--- src/hw/rtl/esd_pkg.sv ---
// shared types, constants and decode helpers for the escape string decoder
package esd_pkg;

    localparam int MAX_LITERAL_LEN = 4096;
    localparam int IDX_W           = $clog2(MAX_LITERAL_LEN);
    localparam int POS_W           = 12;
    localparam int MAX_RESULTS     = 4;
    localparam int CNT_W           = $clog2(MAX_RESULTS + 1);

    localparam logic [IDX_W-1:0] IDX_LAST = IDX_W'(MAX_LITERAL_LEN - 1);

    // decoder modes
    localparam logic [1:0] MODE_NORMAL  = 2'd0;
    localparam logic [1:0] MODE_ESCAPE  = 2'd1;
    localparam logic [1:0] MODE_DIGITS  = 2'd2;
    localparam logic [1:0] MODE_DISCARD = 2'd3;

    // escape kinds
    localparam logic [1:0] KIND_X  = 2'd0;
    localparam logic [1:0] KIND_U4 = 2'd1;
    localparam logic [1:0] KIND_U8 = 2'd2;

    // error codes
    localparam logic [2:0] ERR_NONE      = 3'd0;
    localparam logic [2:0] ERR_BAD_HEX   = 3'd1;
    localparam logic [2:0] ERR_FEW_DIGIT = 3'd2;
    localparam logic [2:0] ERR_UNKNOWN   = 3'd3;
    localparam logic [2:0] ERR_TOO_BIG   = 3'd4;

    // characters
    localparam logic [7:0] CH_0     = 8'h30;
    localparam logic [7:0] CH_9     = 8'h39;
    localparam logic [7:0] CH_LA    = 8'h61;
    localparam logic [7:0] CH_LB    = 8'h62;
    localparam logic [7:0] CH_LF    = 8'h66;
    localparam logic [7:0] CH_LN    = 8'h6E;
    localparam logic [7:0] CH_LR    = 8'h72;
    localparam logic [7:0] CH_LT    = 8'h74;
    localparam logic [7:0] CH_LV    = 8'h76;
    localparam logic [7:0] CH_UA    = 8'h41;
    localparam logic [7:0] CH_UF    = 8'h46;
    localparam logic [7:0] CH_LX    = 8'h78;
    localparam logic [7:0] CH_LU    = 8'h75;
    localparam logic [7:0] CH_UU    = 8'h55;
    localparam logic [7:0] CH_BSL   = 8'h5C;
    localparam logic [7:0] CH_APOS  = 8'h27;
    localparam logic [7:0] CH_QUOTE = 8'h22;

    localparam logic [31:0] CP_MAX = 32'h0010_FFFF;

    typedef struct packed {
        logic             has_byte;
        logic [7:0]       out_byte;
        logic             out_last;
        logic [2:0]       error_code;
        logic [POS_W-1:0] error_pos;
    } t_result;

    typedef struct packed {
        logic [CNT_W-1:0]             cnt;
        t_result [MAX_RESULTS-1:0]    res;
    } t_group;

    function automatic t_result mk_byte(logic [7:0] b, logic last);
        t_result r;
        r.has_byte   = 1'b1;
        r.out_byte   = b;
        r.out_last   = last;
        r.error_code = ERR_NONE;
        r.error_pos  = '0;
        return r;
    endfunction

    function automatic t_result mk_error(logic [2:0] code, logic [IDX_W-1:0] pos);
        t_result r;
        r.has_byte   = 1'b0;
        r.out_byte   = '0;
        r.out_last   = 1'b1;
        r.error_code = code;
        r.error_pos  = POS_W'(pos);
        return r;
    endfunction

    // {valid, value}
    function automatic logic [4:0] hex_value(logic [7:0] c);
        logic [7:0] t;
        logic [4:0] r;
        t = '0;
        r = '0;
        case (c) inside
            [CH_0:CH_9]: begin
                t = c - CH_0;
                r = {1'b1, t[3:0]};
            end
            [CH_LA:CH_LF]: begin
                t = c - CH_LA + 8'd10;
                r = {1'b1, t[3:0]};
            end
            [CH_UA:CH_UF]: begin
                t = c - CH_UA + 8'd10;
                r = {1'b1, t[3:0]};
            end
            default: r = '0;
        endcase
        return r;
    endfunction

    // {valid, byte}
    function automatic logic [8:0] simple_escape(logic [7:0] c);
        logic [8:0] r;
        case (c)
            CH_0:     r = {1'b1, 8'h00};
            CH_LA:    r = {1'b1, 8'h07};
            CH_LB:    r = {1'b1, 8'h08};
            CH_LT:    r = {1'b1, 8'h09};
            CH_LN:    r = {1'b1, 8'h0A};
            CH_LF:    r = {1'b1, 8'h0C};
            CH_LR:    r = {1'b1, 8'h0D};
            CH_LV:    r = {1'b1, 8'h0B};
            CH_BSL:   r = {1'b1, 8'h5C};
            CH_APOS:  r = {1'b1, 8'h27};
            CH_QUOTE: r = {1'b1, 8'h22};
            default:  r = '0;
        endcase
        return r;
    endfunction

    // code point at or below the maximum, 1 to 4 bytes
    function automatic t_group utf8_group(logic [20:0] cp, logic last);
        t_group g;
        g = '0;
        if (cp < 21'h80) begin
            g.cnt    = CNT_W'(1);
            g.res[0] = mk_byte({1'b0, cp[6:0]}, last);
        end else if (cp < 21'h800) begin
            g.cnt    = CNT_W'(2);
            g.res[0] = mk_byte({3'b110, cp[10:6]}, 1'b0);
            g.res[1] = mk_byte({2'b10, cp[5:0]}, last);
        end else if (cp < 21'h10000) begin
            g.cnt    = CNT_W'(3);
            g.res[0] = mk_byte({4'b1110, cp[15:12]}, 1'b0);
            g.res[1] = mk_byte({2'b10, cp[11:6]}, 1'b0);
            g.res[2] = mk_byte({2'b10, cp[5:0]}, last);
        end else begin
            g.cnt    = CNT_W'(4);
            g.res[0] = mk_byte({5'b11110, cp[20:18]}, 1'b0);
            g.res[1] = mk_byte({2'b10, cp[17:12]}, 1'b0);
            g.res[2] = mk_byte({2'b10, cp[11:6]}, 1'b0);
            g.res[3] = mk_byte({2'b10, cp[5:0]}, last);
        end
        return g;
    endfunction

endpackage

--- src/hw/rtl/esd_stream_if.sv ---
// valid/ready channel interfaces for literal bytes in and decoded results out
interface esd_in_if;
    logic       valid;
    logic       ready;
    logic [7:0] in_byte;
    logic       in_last;

    modport source (output valid, output in_byte, output in_last, input ready);
    modport sink   (input valid, input in_byte, input in_last, output ready);
endinterface

interface esd_out_if;
    logic                     valid;
    logic                     ready;
    logic                     has_byte;
    logic [7:0]               out_byte;
    logic                     out_last;
    logic [2:0]               error_code;
    logic [esd_pkg::POS_W-1:0] error_pos;

    modport source (output valid, output has_byte, output out_byte, output out_last,
                    output error_code, output error_pos, input ready);
    modport sink   (input valid, input has_byte, input out_byte, input out_last,
                    input error_code, input error_pos, output ready);
endinterface

--- src/hw/rtl/escape_string_decoder_core.sv ---
// top level of the escape string decoder
//
// decodes one escaped string literal, one byte per input item, into result items
// input channel i_in: in_byte and in_last, in_last marks the final byte of a literal
// output channel o_out: one result item per handshake; has_byte/out_byte carry a
//   decoded byte, out_last marks the final result of the literal, error_code and
//   error_pos report the first error, after which input is dropped up to in_last
// an input byte is decoded in the cycle it is accepted and its results (0 to 4)
//   are registered in the result group buffer, so the first result shows in the
//   cycle after acceptance
// throughput: one input item per cycle while the receiver takes every result and
//   each byte gives at most one result; a \u or \U escape that gives n UTF-8 bytes
//   holds off the input until the single-result output port has drained the group buffer
// the next byte is taken while the last waiting result is handed over
// reset (synchronous, active low) empties the buffer and returns the decoder to
//   pass-through with byte index zero
// when the receiver stalls, the waiting result holds and input is held off while
//   a result waits that does not leave this cycle
module escape_string_decoder_core (
    input  logic       i_clk,
    input  logic       i_rst_n,
    esd_in_if.sink     i_in,
    esd_out_if.source  o_out
);

    logic             in_accept;
    logic             out_take;
    logic             can_load;
    logic             out_valid;
    esd_pkg::t_group  group;
    esd_pkg::t_result head;

    assign in_accept = i_in.valid && can_load;
    assign out_take  = out_valid && o_out.ready;

    // byte decode and escape state
    esd_decode u_decode (
        .i_clk    (i_clk),
        .i_rst_n  (i_rst_n),
        .i_accept (in_accept),
        .i_byte   (i_in.in_byte),
        .i_last   (i_in.in_last),
        .o_group  (group)
    );

    // results waiting for the receiver
    esd_out_buf u_out_buf (
        .i_clk      (i_clk),
        .i_rst_n    (i_rst_n),
        .i_load     (in_accept),
        .i_group    (group),
        .i_take     (out_take),
        .o_can_load (can_load),
        .o_valid    (out_valid),
        .o_head     (head)
    );

    assign i_in.ready       = can_load;
    assign o_out.valid      = out_valid;
    assign o_out.has_byte   = head.has_byte;
    assign o_out.out_byte   = head.out_byte;
    assign o_out.out_last   = head.out_last;
    assign o_out.error_code = head.error_code;
    assign o_out.error_pos  = head.error_pos;

endmodule

--- src/hw/rtl/esd_decode.sv ---
// escape state registers and the per-byte decode into a result group
module esd_decode (
    input  logic            i_clk,
    input  logic            i_rst_n,
    input  logic            i_accept,
    input  logic [7:0]      i_byte,
    input  logic            i_last,
    output esd_pkg::t_group o_group
);

    logic [1:0]                r_mode, n_mode;
    logic [1:0]                r_kind, n_kind;
    logic [3:0]                r_digits, n_digits;
    logic [31:0]               r_accum, n_accum;
    logic [esd_pkg::IDX_W-1:0] r_index, n_index;

    logic [esd_pkg::IDX_W-1:0] idx_next;
    logic [4:0]                hex;
    logic [8:0]                simple;
    logic [31:0]               acc_new;
    logic [3:0]                dig_new;
    logic [2:0]                err;
    logic [esd_pkg::IDX_W-1:0] epos;
    esd_pkg::t_group           grp;

    assign idx_next = (r_index == esd_pkg::IDX_LAST) ? r_index : r_index + 1'b1;
    assign hex      = esd_pkg::hex_value(i_byte);
    assign simple   = esd_pkg::simple_escape(i_byte);
    assign acc_new  = {r_accum[27:0], hex[3:0]};
    assign dig_new  = r_digits - 4'd1;

    always_comb begin
        n_mode   = r_mode;
        n_kind   = r_kind;
        n_digits = r_digits;
        n_accum  = r_accum;
        err      = esd_pkg::ERR_NONE;
        epos     = '0;
        grp      = '0;

        case (r_mode)
            esd_pkg::MODE_DISCARD: begin
                grp = '0;
            end
            esd_pkg::MODE_ESCAPE: begin
                if (simple[8]) begin
                    grp.cnt    = esd_pkg::CNT_W'(1);
                    grp.res[0] = esd_pkg::mk_byte(simple[7:0], i_last);
                    n_mode     = esd_pkg::MODE_NORMAL;
                end else if (i_byte == esd_pkg::CH_LX || i_byte == esd_pkg::CH_LU
                             || i_byte == esd_pkg::CH_UU) begin
                    if (i_byte == esd_pkg::CH_LX) begin
                        n_kind   = esd_pkg::KIND_X;
                        n_digits = 4'd2;
                    end else if (i_byte == esd_pkg::CH_LU) begin
                        n_kind   = esd_pkg::KIND_U4;
                        n_digits = 4'd4;
                    end else begin
                        n_kind   = esd_pkg::KIND_U8;
                        n_digits = 4'd8;
                    end
                    n_accum = '0;
                    n_mode  = esd_pkg::MODE_DIGITS;
                    if (i_last) begin
                        err  = esd_pkg::ERR_FEW_DIGIT;
                        epos = idx_next;
                    end
                end else begin
                    err  = esd_pkg::ERR_UNKNOWN;
                    epos = r_index;
                end
            end
            esd_pkg::MODE_DIGITS: begin
                if (!hex[4]) begin
                    err  = (i_byte == esd_pkg::CH_QUOTE) ? esd_pkg::ERR_FEW_DIGIT
                                                          : esd_pkg::ERR_BAD_HEX;
                    epos = r_index;
                end else begin
                    n_accum  = acc_new;
                    n_digits = dig_new;
                    if (dig_new == 4'd0) begin
                        n_mode = esd_pkg::MODE_NORMAL;
                        if (r_kind == esd_pkg::KIND_X) begin
                            grp.cnt    = esd_pkg::CNT_W'(1);
                            grp.res[0] = esd_pkg::mk_byte(acc_new[7:0], i_last);
                        end else if (acc_new > esd_pkg::CP_MAX) begin
                            err  = esd_pkg::ERR_TOO_BIG;
                            epos = r_index;
                        end else begin
                            grp = esd_pkg::utf8_group(acc_new[20:0], i_last);
                        end
                    end else if (i_last) begin
                        err  = esd_pkg::ERR_FEW_DIGIT;
                        epos = idx_next;
                    end
                end
            end
            default: begin
                if (i_byte == esd_pkg::CH_BSL) begin
                    n_mode = esd_pkg::MODE_ESCAPE;
                    if (i_last) begin
                        err  = esd_pkg::ERR_UNKNOWN;
                        epos = idx_next;
                    end
                end else begin
                    grp.cnt    = esd_pkg::CNT_W'(1);
                    grp.res[0] = esd_pkg::mk_byte(i_byte, i_last);
                end
            end
        endcase

        // first error ends the literal
        if (err != esd_pkg::ERR_NONE) begin
            grp        = '0;
            grp.cnt    = esd_pkg::CNT_W'(1);
            grp.res[0] = esd_pkg::mk_error(err, epos);
            n_mode     = esd_pkg::MODE_DISCARD;
        end

        if (i_last) begin
            n_mode   = esd_pkg::MODE_NORMAL;
            n_kind   = esd_pkg::KIND_X;
            n_digits = '0;
            n_accum  = '0;
            n_index  = '0;
        end else begin
            n_index  = idx_next;
        end
    end

    always_ff @(posedge i_clk) begin
        if (!i_rst_n) begin
            r_mode   <= esd_pkg::MODE_NORMAL;
            r_kind   <= esd_pkg::KIND_X;
            r_digits <= '0;
            r_accum  <= '0;
            r_index  <= '0;
        end else if (i_accept) begin
            r_mode   <= n_mode;
            r_kind   <= n_kind;
            r_digits <= n_digits;
            r_accum  <= n_accum;
            r_index  <= n_index;
        end
    end

    assign o_group = grp;

endmodule

--- src/hw/rtl/esd_out_buf.sv ---
// result group register, drained one result per output handshake
module esd_out_buf (
    input  logic            i_clk,
    input  logic            i_rst_n,
    input  logic            i_load,
    input  esd_pkg::t_group i_group,
    input  logic            i_take,
    output logic            o_can_load,
    output logic            o_valid,
    output esd_pkg::t_result o_head
);

    logic [esd_pkg::CNT_W-1:0]                   r_cnt, n_cnt;
    esd_pkg::t_result [esd_pkg::MAX_RESULTS-1:0] r_res, n_res;

    // free now, or the only waiting result leaves this cycle
    assign o_can_load = (r_cnt == '0) || (r_cnt == esd_pkg::CNT_W'(1) && i_take);
    assign o_valid    = (r_cnt != '0);
    assign o_head     = r_res[0];

    always_comb begin
        n_cnt = r_cnt;
        n_res = r_res;
        if (i_load) begin
            n_cnt = i_group.cnt;
            n_res = i_group.res;
        end else if (i_take) begin
            n_cnt = r_cnt - 1'b1;
            for (int i = 0; i < esd_pkg::MAX_RESULTS - 1; i++) begin
                n_res[i] = r_res[i+1];
            end
        end
    end

    always_ff @(posedge i_clk) begin
        if (!i_rst_n) begin
            r_cnt <= '0;
        end else begin
            r_cnt <= n_cnt;
        end
    end

    always_ff @(posedge i_clk) begin
        r_res <= n_res;
    end

endmodule

--- src/flat_wrapper.sv ---
// flat-port wrapper written by rule: the top's interface ports become plain ports
module escape_string_decoder_core_flat 
  (i_clk, i_rst_n, i_in_valid, i_in_in_byte, i_in_in_last, i_in_ready, o_out_valid, o_out_has_byte, o_out_out_byte, o_out_out_last, o_out_error_code, o_out_error_pos, o_out_ready);
  esd_in_if i_in_i ();
  esd_out_if o_out_i ();
  input  logic i_clk;
  input  logic i_rst_n;
  input wire logic [$bits(i_in_i.valid)-1:0] i_in_valid;
  input wire logic [$bits(i_in_i.in_byte)-1:0] i_in_in_byte;
  input wire logic [$bits(i_in_i.in_last)-1:0] i_in_in_last;
  output wire logic [$bits(i_in_i.ready)-1:0] i_in_ready;
  output wire logic [$bits(o_out_i.valid)-1:0] o_out_valid;
  output wire logic [$bits(o_out_i.has_byte)-1:0] o_out_has_byte;
  output wire logic [$bits(o_out_i.out_byte)-1:0] o_out_out_byte;
  output wire logic [$bits(o_out_i.out_last)-1:0] o_out_out_last;
  output wire logic [$bits(o_out_i.error_code)-1:0] o_out_error_code;
  output wire logic [$bits(o_out_i.error_pos)-1:0] o_out_error_pos;
  input wire logic [$bits(o_out_i.ready)-1:0] o_out_ready;
  assign i_in_i.valid = i_in_valid;
  assign i_in_i.in_byte = i_in_in_byte;
  assign i_in_i.in_last = i_in_in_last;
  assign i_in_ready = i_in_i.ready;
  assign o_out_valid = o_out_i.valid;
  assign o_out_has_byte = o_out_i.has_byte;
  assign o_out_out_byte = o_out_i.out_byte;
  assign o_out_out_last = o_out_i.out_last;
  assign o_out_error_code = o_out_i.error_code;
  assign o_out_error_pos = o_out_i.error_pos;
  assign o_out_i.ready = o_out_ready;
  escape_string_decoder_core u_core (.i_clk(i_clk), .i_rst_n(i_rst_n), .i_in(i_in_i), .o_out(o_out_i));
endmodule
--- config.mk ---
export PLATFORM = sky130hd
export DESIGN_NAME = escape_string_decoder_core_flat
export DESIGN_NICKNAME = d
export VERILOG_FILES = /design/src/hw/rtl/esd_pkg.sv /design/src/hw/rtl/esd_stream_if.sv /design/src/hw/rtl/escape_string_decoder_core.sv /design/src/hw/rtl/esd_decode.sv /design/src/hw/rtl/esd_out_buf.sv /design/src/flat_wrapper.sv
export SDC_FILE = /design/constraint.sdc
export NUM_CORES = 1
export LEC_CHECK = 0
export ABC_AREA = 1
export BUFFER_PORTS_ARGS = -buffer_cell sky130_fd_sc_hd__buf_2
export CORE_MARGIN = 2
export CORE_UTILIZATION = 61
export DETAILED_ROUTE_END_ITERATION = 8
export HOLD_SLACK_MARGIN = 0.06
export PLACE_DENSITY = 0.8
export SLEW_MARGIN = 20
export SYNTH_ARGS = -nofsm -noshare
export SYNTH_HDL_FRONTEND = slang
export SYNTH_SLANG_ARGS = --single-unit
--- constraint.sdc ---
create_clock -name i_clk -period 5.8 [get_ports i_clk]
set_clock_uncertainty 0.05 [all_clocks]
set_input_delay 0.29 -clock i_clk [delete_from_list [all_inputs] [get_ports i_clk]]
set_output_delay 0.29 -clock i_clk [all_outputs]
set_load 0.02 [all_outputs]
==> results_dict.tcl, run 1 <==
set metrics [dict create \
    powerDensity_nw_per_um2 453 \
    setup.worst_path.start_class "flip-flop" \
    first_pass_iters 6 \
    pin_count 40 \
    cts_resized 0 \
    postCtsSetupRepairBufs 0 \
    clk_latency_ns 0.39 \
    drc 0 \
    path_cells "inv_1 > ha_1 > clkinv_1 > nor2_2 > buf_4 > a211oi_1 > nand2_2 > inv_2 > nand3_1 > a21oi_1" \
    reg2reg_to "u_core.u_decode.r_accum[20]" \
    antenna_found_initial 0 \
    yosysUniqueCellTypes 45 \
    clk_path_buf_depth 2 \
    max_slew_margin 0.280 \
    instances_no_fill 1010 \
    routabilityCongestion 0.985 \
    endpoint_kind "flip-flop" \
    core_um2 10300 \
    regToRegSetupSlack_ns 2.35 \
    critical_path_arrival_ns 3.65 \
    routed_wl_um 18000 \
    grt_overflow 0 \
    synthesis.instances 873 \
    syn_area_um2 6420 \
    start_util 0.625 \
    areaGrowthSynthToFinish_pct 4.01 \
    grt_start_max_net_pins 47 \
    cap_violations 0 \
    synth_flop_cell "dfxtp_1" \
    cp-endpoint "u_core.u_decode.r_accum[20]" \
    numPortBuffers 39 \
    core.rowCount 37 \
    async_flop_share 0 \
    finalNetCount 896 \
    antenna_cells 0 \
    root_buffer "clkbuf_8" \
    synth-edff-count 49 \
    critical_path.max_fanout 46 \
    hold_viol_final 0 \
    cts_tree "done" \
    cts_buffers 9 \
    reg2regPathDepth 10 \
    slowest_delay_ns 0.65 \
    antenna_left 0 \
    vdd.ir_drop.worst_v 0.000323 \
    synth_fp_nets 900 \
    ys_seq_area_frac 0.388 \
    synth_top_area_share 0.229 \
    rsz0062_at_grt "false" \
    die_h_um 107 \
    yosysWarnings 0 \
    yosys-top-cells-area "edfxtp_1, dfxtp_1, nand2_1, a21oi_1, o21ai_0" \
    cts_sinks 100 \
    drt_iter0_markers 597 \
    grt_pass1_wl_um 28700 \
    p_leak_nw 2.62 \
    crit_type "reg2reg" \
    routed_via_density 6.12 \
    die_w_um 107 \
    cp.required_ns 5.99 \
    dp_hpwl_um 13000 \
    clk_pin_slew_ns 0.11 \
    synth_top_area_cell "edfxtp_1" \
    dp_cells 994 \
    cts_hold_buffers 0 \
    htreeDepth 3 \
    fin_setup_tns_ns 0 \
    ys_seq_elements 100 \
    grt_use_total 0.320 \
    status "completed" \
    regToRegStartpoint "u_core.u_decode.r_mode[0]" \
    drive_gt1_frac 0.122 \
    maxSlewViolCount 0 \
    syn_area_per_cell_um2 7.36 \
    wl_per_cell_um 17.8 \
    max_freq_mhz 290 \
    post-route-min-period_ns 3.45 \
    fp.dieArea_um2 11400 \
    fin_area_um2 6680 \
    hp-class "in2reg" \
    final.period_utilization 0.595 \
    vias 6184 \
    setup.worst_path.start "u_core.u_decode.r_mode[0]" \
    grt_pass1_vias 5731 \
    placed_area_um2 6470 \
    slowest_stage "nand2_2" \
    worstMarginPinSlew_ns 1.08 \
    finalSetupViolCount 0 \
]
through the flow:
stage	hold WS [ns]	setup WS (ns)	power [mW]	util
6_report	0.163	2.35	3.02	0.650
5_1_grt	0.180	2.15	3.20	0.650
2_1_floorplan	0.373	2.98	2.23	-
3_3_place_gp	0.382	2.55	2.50	0.629
4_1_cts	0.150	2.46	3.00	0.650
3_5_place_dp	0.398	2.42	2.53	0.629
kinds of logic after synthesis:
group	share of synthesized area
simple gates	0.268
buf+inv	0.105
compound gates	0.197
flops	0.388
fa+ha+maj	0.0273
xor+xnor	0.0136
layer usage:
metal / GRT usage / vias to the layer above / wire (um)
met3: 0.0571 / 59 / 1730
met1: 0.427 / 2848 / 7230
met4: 0.115 / 0 / 546
li1: - / 2926 / -
met2: 0.524 / 351 / 8510
met5: 0 / - / 0
power by group:
part / internal [mW] / switching [mW] / total [mW]
logic: 0.364 / 1.04 / 1.40
registers: 1.05 / 0.0991 / 1.14
clock network: 0.194 / 0.284 / 0.477
flip-flops by register name, indices dropped and copies added (netlist names):
name,count
u_core.u_decode.r_accum,28
u_core.u_decode.r_index,12
u_core.u_out_buf.r_res,24
u_core.u_out_buf.o_head,25
u_core.u_out_buf.r_cnt,3
u_core.u_decode.r_mode,2
u_core.u_decode.r_kind,2
u_core.u_decode.r_digits,4
worst max-delay path: cells and delay by family (launching register included):
kind,cells,cell delay [ns]
AO/OA/AOI/OAI,2,0.24
buffers and inverters,4,1.19
adder cells (fa/ha/maj),1,0.44
AND/OR/NAND/NOR,3,0.99
flip-flops,1,0.35
cell usage after synthesis (2+ instances only):
cell and instances:
clkbuf_1 19, nand3_1 54, edfxtp_1 49, nor2_2 2, nor3_2 2, o21ai_2 9, nand2_2 13, ha_1 14
clkinv_1 3, o21ai_0 70, nand3_2 3, o211ai_1 7, buf_2 9, inv_1 79, inv_2 7, nor2_1 92
buf_4 25, nand4_4 2, a22oi_1 18, nand4_1 10, nand2_1 186, a31o_2 2, a211oi_1 17, o21ai_1 2
a21oi_1 74, nor3_1 16, nor2_4 4, dfxtp_1 51, xor2_1 9, o22ai_1 7, buf_6 3, a31oi_1 2
cells in the final DEF, fill, tap and decap left out, types with 2 or more instances in the layout:
master / count
inv_2: 7
nand4_4: 2
inv_1: 79
xor2_1: 9
a21oi_1: 74
nor3_2: 2
buf_2: 39
dfxtp_1: 51
nand2_1: 185
nor2_4: 4
nor2_1: 91
clkbuf_8: 9
clkinv_1: 3
ha_1: 14
nand4_1: 10
a31o_2: 2
nand2_2: 14
nand3_2: 3
edfxtp_1: 49
nand3_1: 54
o21ai_0: 70
inv_6: 3
a22oi_1: 18
o211ai_1: 7
a31oi_1: 2
o21ai_2: 9
o21ai_1: 2
a211oi_1: 17
nor2_2: 3
o22ai_1: 7
nor3_1: 16
buf_4: 2
final cells by class:
type	instances	area (um^2)
clock inverter	6	61.3
sequential	100	2490
timing repair buffer	41	210
tap	136	170
multi-input combinational	627	3260
fill	901	3600
clock buffer	10	149
inverter	90	339
worst min path at each step:
| stage | start | endpoint | slack (ns) | cells past startpoint |
|---|---|---|---|---|
| 2_1_floorplan | u_core.u_decode.r_kind[1] | u_core.u_decode.r_kind[1] | 0.37 | 2 |
| 3_3_place_gp | u_core.u_decode.r_kind[1] | u_core.u_decode.r_kind[1] | 0.38 | 2 |
| 3_5_place_dp | u_core.u_decode.r_kind[1] | u_core.u_decode.r_kind[1] | 0.40 | 2 |
| 4_1_cts | i_rst_n | u_core.u_out_buf.r_cnt[2] | 0.15 | 3 |
| 5_1_grt | i_rst_n | u_core.u_decode.r_digits[3] | 0.18 | 3 |
| 6_report | i_rst_n | u_core.u_decode.r_kind[1] | 0.16 | 3 |
(Power assumes the default switching activity.)
==> inputs of run 2 (changes only) <==
Clock period 5.8 ns to 3.5 ns, I/O delays scaled along.
==> results_dict.tcl, run 2 (same netlist as run 1, synthesis figures left out) <==
set metrics [dict create \
    status "completed" \
    routed_via_density 6.03 \
    finalSetupViolCount 0 \
    cts_buffers 9 \
    hold_viol_final 0 \
    seq_area_um2 2490 \
    first_pass_iters 6 \
    drive_gt1_frac 0.127 \
    setup.worst_path.start_class "flip-flop" \
    power_mw 5.01 \
    final.period_utilization 0.841 \
    mostFrequentLayoutCell "nand2_1" \
    root_buffer "clkbuf_8" \
    multiInputGateArea_um2 3260 \
    areaGrowthSynthToFinish_pct 4.75 \
    rsz0062_at_grt "false" \
    clk_latency_ns 0.38 \
    drc 0 \
    p_leak_nw 2.65 \
    vdd.ir_drop.worst_v 0.000577 \
    endpoint_kind "flip-flop" \
    die_h_um 107 \
    path_cells "inv_1 > ha_1 > xor2_1 > nor2_1 > nand2_1 > nor2_1 > nand2_1 > nor2_4 > nand2_2 > nand4_4 > nor2_4 > nand3_2 > o21ai_0" \
    grt_overflow 0 \
    grt_pass1_wl_um 28100 \
    critical_path.max_fanout 12 \
    vias 6137 \
    critical_path_arrival_ns 3.12 \
    antenna_cells 0 \
    largest_reg_flops 28 \
    worstMarginPinSlew_ns 0.929 \
    fin_setup_tns_ns 0 \
    post-route-worst-setup-slack_ns 0.555 \
    cts_hold_buffers 1 \
    core_um2 10300 \
    most-common-layout-cells "nand2_1, nor2_1, inv_1" \
    clk_pin_slew_ns 0.10 \
    post-route-min-period_ns 2.94 \
    nFillCells 918 \
    maxSlewViolCount 0 \
    routed_wl_um 17400 \
    routabilityCongestion 1.00 \
    crit_type "reg2reg" \
    grt_start_max_net_pins 47 \
    slowest_stage "dfxtp_1" \
    wl_per_cell_um 17.1 \
    cts_sinks 100 \
    start_util 0.625 \
    core.rowCount 37 \
    hold_ws_ns 0.0850 \
    pin_count 40 \
    dp_hpwl_um 12800 \
    cap_violations 0 \
    cts_tree "done" \
    drt_iter0_markers 771 \
    antenna_left 0 \
    grt_pass1_vias 5516 \
    dp_slack_ns 0.563 \
    slowest_delay_ns 0.38 \
    hp-class "in2reg" \
    antenna_found_initial 0 \
    fp.dieArea_um2 11400 \
    die_w_um 107 \
    clk_path_buf_depth 2 \
    numPortBuffers 39 \
    instances_no_fill 1017 \
    cp.required_ns 3.68 \
    htreeDepth 3 \
    max_slew_margin 0.378 \
    postCtsSetupRepairBufs 0 \
    grt_use_total 0.313 \
    finalNetCount 903 \
    max_freq_mhz 340 \
    top_register "u_core.u_decode.r_accum" \
    dp_cells 1000 \
    cts_resized 0 \
    powerDensity_nw_per_um2 745 \
]
run 2: final cells by class:
class | instances | area share
Sequential cell | 100 | 0.371
Clock inverter | 7 | 0.0117
Clock buffer | 9 | 0.0184
Tap cell | 136 | 0.0253
Timing Repair Buffer | 48 | 0.0394
Multi-Input combinational cell | 627 | 0.484
Inverter | 90 | 0.0504
run 2: through the flow:
step           area (um^2)  utilization
3_3_place_gp          6510        0.634
3_5_place_dp          6510        0.634
5_1_grt               6730        0.654
6_report              6730        0.654
4_1_cts               6730        0.654
2_1_floorplan         6420            -
run 2: path summary, 6_finish.rpt:
| check | from | endpoint | slack, ns | cells after the start |
|---|---|---|---|---|
| max reg2reg | u_core.u_decode.r_digits[0] | u_core.u_out_buf.r_res[41] | 0.56 | 13 |
| max | u_core.u_decode.r_digits[0] | u_core.u_out_buf.r_res[41] | 0.56 | 13 |
| min reg2reg | u_core.u_decode.r_kind[1] | u_core.u_decode.r_kind[1] | 0.42 | 2 |
| min | o_out_ready | u_core.u_out_buf.r_cnt[2] | 0.08 | 4 |
run 2: power breakdown:
part / internal, mW / switching (mW)
combinational: 0.647 / 1.70
clock: 0.341 / 0.442
sequential: 1.73 / 0.158
total: 2.71 / 2.30
run 2: critical path, delay by kind of cell (launching register included):
kind | cells | cell delay [ns]
AND/OR/NAND/NOR | 9 | 1.59
XOR/XNOR | 1 | 0.19
flip-flops | 1 | 0.38
buffers and inverters | 1 | 0.09
AO/OA/AOI/OAI | 1 | 0.25
adder cells (fa/ha/maj) | 1 | 0.21
run 2: per-layer routing:
metal,share of wire,track usage
met4,0.023,0.115
met2,0.48,0.513
met3,0.088,0.0547
met5,0,0
met1,0.41,0.416
